File: src/rtl/trd_pkg.sv
`timescale 1ns / 1ps

package trd_pkg;

  // position range of the letter counter
  localparam int unsigned PosBits = 20;

  localparam int unsigned Alpha    = 26;
  localparam int unsigned TriCount = Alpha * Alpha * Alpha;
  localparam int unsigned IdxW     = 15;
  localparam int unsigned OutW     = 20;
  localparam int unsigned DistW    = (PosBits > OutW) ? PosBits : OutW;

  localparam logic [OutW-1:0] OutMax = '1;

  localparam logic [7:0] ChUpperA = 8'h41;
  localparam logic [7:0] ChUpperZ = 8'h5A;
  localparam logic [7:0] ChLowerA = 8'h61;
  localparam logic [7:0] ChLowerZ = 8'h7A;

  typedef enum logic [1:0] {
    StClear,
    StIdle,
    StProc
  } state_e;

  // trigram lookup request from the front end
  typedef struct packed {
    logic               hit;
    logic [IdxW-1:0]    idx;
    logic [PosBits-1:0] start;
  } tri_t;

endpackage

File: src/rtl/trd_front.sv
`timescale 1ns / 1ps

module trd_front (
  input  logic             clk_i,
  input  logic             rst_ni,
  input  logic             accept_i,
  input  logic [7:0]       text_byte_i,
  output trd_pkg::tri_t    tri_o
);

  localparam logic [trd_pkg::PosBits-1:0] PosLimit = '1;

  logic [4:0]                  older_q, older_d;
  logic [4:0]                  newer_q, newer_d;
  logic [trd_pkg::PosBits-1:0] count_q, count_d;
  logic                        is_letter;
  logic [4:0]                  code;
  logic                        take;

  always_comb begin
    is_letter = 1'b0;
    code      = '0;
    if (text_byte_i >= trd_pkg::ChUpperA && text_byte_i <= trd_pkg::ChUpperZ) begin
      is_letter = 1'b1;
      code      = 5'(text_byte_i - trd_pkg::ChUpperA);
    end else if (text_byte_i >= trd_pkg::ChLowerA && text_byte_i <= trd_pkg::ChLowerZ) begin
      is_letter = 1'b1;
      code      = 5'(text_byte_i - trd_pkg::ChLowerA);
    end
  end

  // letters past the end of the position range are dropped
  assign take = is_letter && (count_q < PosLimit);

  always_comb begin
    tri_o.hit   = take && (count_q >= trd_pkg::PosBits'(2));
    tri_o.idx   = trd_pkg::IdxW'(older_q) * trd_pkg::IdxW'(trd_pkg::Alpha * trd_pkg::Alpha)
                + trd_pkg::IdxW'(newer_q) * trd_pkg::IdxW'(trd_pkg::Alpha)
                + trd_pkg::IdxW'(code);
    tri_o.start = count_q - trd_pkg::PosBits'(2);
  end

  always_comb begin
    older_d = older_q;
    newer_d = newer_q;
    count_d = count_q;
    if (accept_i && take) begin
      older_d = newer_q;
      newer_d = code;
      count_d = count_q + trd_pkg::PosBits'(1);
    end
  end

  always_ff @(posedge clk_i or negedge rst_ni) begin
    if (!rst_ni) begin
      older_q <= '0;
      newer_q <= '0;
      count_q <= '0;
    end else begin
      older_q <= older_d;
      newer_q <= newer_d;
      count_q <= count_d;
    end
  end

endmodule

File: config.mk
export PLATFORM = sky130hd
export DESIGN_NAME = trd_front
export DESIGN_NICKNAME = d
export VERILOG_FILES = /design/src/rtl/trd_pkg.sv /design/src/rtl/trd_front.sv
export SDC_FILE = /design/constraint.sdc
export NUM_CORES = 1
export LEC_CHECK = 0
export BUFFER_PORTS_ARGS = -buffer_cell sky130_fd_sc_hd__buf_2
export CAP_MARGIN = 10
export CORE_ASPECT_RATIO = 1.5
export CORE_MARGIN = 3
export CORE_UTILIZATION = 30
export DETAILED_ROUTE_END_ITERATION = 10
export GPL_ROUTABILITY_DRIVEN = 0
export HOLD_SLACK_MARGIN = 0.02
export PLACE_DENSITY = 0.49
export SETUP_SLACK_MARGIN = 0.5
export SYNTH_ARGS = -nofsm -noshare
export SYNTH_HDL_FRONTEND = slang
export SYNTH_SLANG_ARGS = --single-unit
export TNS_END_PERCENT = 5
File: constraint.sdc
create_clock -name clk_i -period 13.5 [get_ports clk_i]
set_input_delay 3.375 -clock clk_i [delete_from_list [all_inputs] [get_ports clk_i]]
set_output_delay 3.375 -clock clk_i [all_outputs]
set_load 0.03 [all_outputs]
==> impl_metrics.yaml <==
cts:
  clk_path_buf_depth: 2
  clkTransAtPathRegs_ns: 0.05
  cts_root_buf: "clkbuf_16"
  tritoncts: "built"
  cts_buffers: 5
  insertion_delay_ns: 0.27
  htreeDepth: 2
  cts_setup_buffers: 0
  hold_buffers: 0
  cts_resized: 0
  cts_sinks: 30
placed_design:
  numPortBuffers: 46
  postPlaceCellArea_um2: 3566
  dp.cells: 528
  dp_hpwl_um: 5717
synthesis:
  yosysUniqueCellTypes: 53
  async_flop_share_pct: 100.0
  yosysWarnings: 0
  synth_top_family_by_area: "adder cells"
  syn_nets: 418
  yosys.area_share.adder_pct: 23.98
  ys_seq_area_share_pct: 23.06
  yosys.area_share.simple_pct: 19.56
  avgSynthCellArea_um2: 9.302
  synth-edff-count: 0
  synthFlopType: "dfrtp_1"
  synth-compound-area-share_pct: 10.03
  synth_mux_area_share_pct: 0.3075
  synth_seq_cells: 30
  syn_area_um2: 3256
  synthCells: 350
  synth_xor_area_share_pct: 16.53
power_and_ir_drop:
  peakVddDrop_uv: 81.92
  p_per_area_nw_per_um2: 242.1
  p_leak_nw: 1.907
sta:
  finalCriticalPeriod_ns: 10.45
  maxSlewViolCount: 0
  worstMarginPinSlew_ns: 0.8560
  setup_viol_count_final: 0
  clock.fmax_ghz: 0.09568
  fin_crit_sh_pct: 77.42
  grt_setup_unrepaired: "no"
  tns_ns: 0
  report.final.hold_viol_count: 0
  fin_skew_ns: 0.003361
  max_slew_margin_pct: 42.50
finish:
  final_common_cell: "ha_1"
  mostFrequentLayoutCells: "48 x ha_1, 46 x buf_2, 31 x xnor2_1, 31 x nand2_1"
  syn_to_final_growth_pct: 13.68
  drive_gt1_share_pct: 19.69
  finish.net_count: 459
  instances_no_fill: 535
  antenna_cells: 0
  design_area_um2: 3701
floorplanning:
  dieArea_um2: 12160
  top_level_ports: 47
  die_h_um: 133.6
  core_um2: 10590
  die_x_um: 91.06
  initial_utilization_pct: 30.74
  fp-row-count: 46
global_routing:
  grt_pass1_vias: 2636
  grt_max_degree: 31
  grt.total_usage_pct: 12.03
  antenna_found_initial: 0
  grt_overflow_total: 0
  grt_pass1_wl_um: 12190
detailed_routing:
  finalWirelength_um: 6875
  avgRoutedWirePerCell_um: 12.85
  ant_nets: 0
  vias: 2507
  drtIter0Drc: 53
  first_pass_iters: 4
  drc: 0
  routed_via_density: 4.686
setup_path:
  reg2reg_depth: 7
  crit_fanout: 6
  cp-end-kind: "output pin"
  arrival_ns: 7.08
  slowest_delay_ns: 0.52
  worst-setup-path-type: "in -> out"
  worstSetupStartpointType: "primary input"
  path_cells: "buf_2 > inv_1 > ha_1 > nor3b_2 > nor3b_4 > a311oi_4 > nand2_1 > fa_1 > inv_1 > ha_1 > nor2b_1 > o31ai_1 > a21oi_1 > nor4_1 > nor3_1 > xnor2_1 > buf_2"
  cp_data_required_time_ns: 10.12
  slowest_stage: "fa_1"
outcome:
  status: "finished clean"
worst_hold_path:
  hold_class: "reg -> reg"
  whs_path_depth: 1
job:
  max_cap_violations: 0
[state kept, by name, summed over array words and instances, names as in the netlist]
register / flops
newer_q: 5
older_q: 5
count_q: 20
[final cells by class]
type | instances | area [um^2]
Multi-Input combinational cell | 278 | 2292
Timing Repair Buffer | 46 | 230.2
Fill cell | 1151 | 6889
Sequential cell | 30 | 750.7
Tap cell | 144 | 180.2
Clock inverter | 2 | 10.01
Clock buffer | 5 | 125.1
Inverter | 30 | 112.6
[per-stage QoR]
| step | utilization [%] | total power [mW] | hold WS (ns) | worst slack [ns] |
|---|---|---|---|---|
| 2_1_floorplan | - | 0.6470 | 0.4923 | 3.416 |
| 3_3_place_gp | 33.67 | 0.8010 | 0.5259 | 3.054 |
| 3_5_place_dp | 33.67 | 0.8059 | 0.5318 | 2.968 |
| 4_1_cts | 34.95 | 0.9133 | 0.5435 | 2.975 |
| 5_1_grt | 34.95 | 0.9873 | 0.5712 | 2.688 |
| 6_report | 34.95 | 0.8959 | 0.5335 | 3.048 |
[worst max-delay path, delay by kind of cell]
| family | cells | cell delay (ns) |
|---|---|---|
| AOI/OAI and AO/OA | 3 | 0.89 |
| xor gates and xnor gates | 1 | 0.14 |
| adders and majority gates | 3 | 1.07 |
| buffers and inverters | 4 | 0.45 |
| and+or+nand+nor | 6 | 1.13 |
[cell families (layout without fill, tap and decap cells)]
family / count (synthesis) / after routing
and+or+nand+nor: 114 / 114
xor gates and xnor gates: 58 / 58
adders and majority gates: 57 / 57
AOI/OAI and AO/OA: 48 / 48
buffers and inverters: 42 / 83
DFF: 30 / 30
muxes: 1 / 1
[routing by layer]
layer / share of wire [%] / GRT usage (%) / vias to the layer above
li1: - / - / 1276
met3: 2.1 / 1.808 / 5
met2: 58 / 23.97 / 30
met5: 0 / 0 / -
met4: 0.58 / 2.433 / 0
met1: 40 / 13.18 / 1196
[power by group]
part	switching [mW]	internal, mW
Sequential	0.0260	0.103
Clock	0.0364	0.0663
Combinational	0.421	0.243
Total	0.483	0.413
[synth_stat cells, drive strengths merged, types with 3 or more instances]
master / n / area (um^2)
a21o: 3 / 22.52
a21oi: 10 / 50.05
a31oi: 3 / 18.77
and3: 4 / 35.03
buf: 11 / 96.34
dfrtp: 30 / 750.7
fa: 9 / 180.2
ha: 48 / 600.6
inv: 30 / 112.6
nand2: 33 / 128.9
nand2b: 4 / 32.53
nand3: 9 / 50.05
nand4: 6 / 43.79
nor2: 24 / 90.09
nor3: 16 / 110.1
nor4: 6 / 43.79
o21a: 3 / 22.52
o21ai: 14 / 70.07
o21bai: 3 / 22.52
xnor2: 33 / 304.0
xor2: 25 / 234.0
[final timing paths]
path / start / endpoint / slack (ns)
max: text_byte_i[0] / tri_o[34] / 3.05
min: count_q[17] / count_q[17] / 0.53
max reg2reg: count_q[1] / count_q[8] / 11.10
min reg2reg: count_q[17] / count_q[17] / 0.53
max in group asynchronous: rst_ni / older_q[2] / 9.90
min in group asynchronous: rst_ni / count_q[9] / 3.15
No activity file was read; power rests on OpenSTA's default activity.
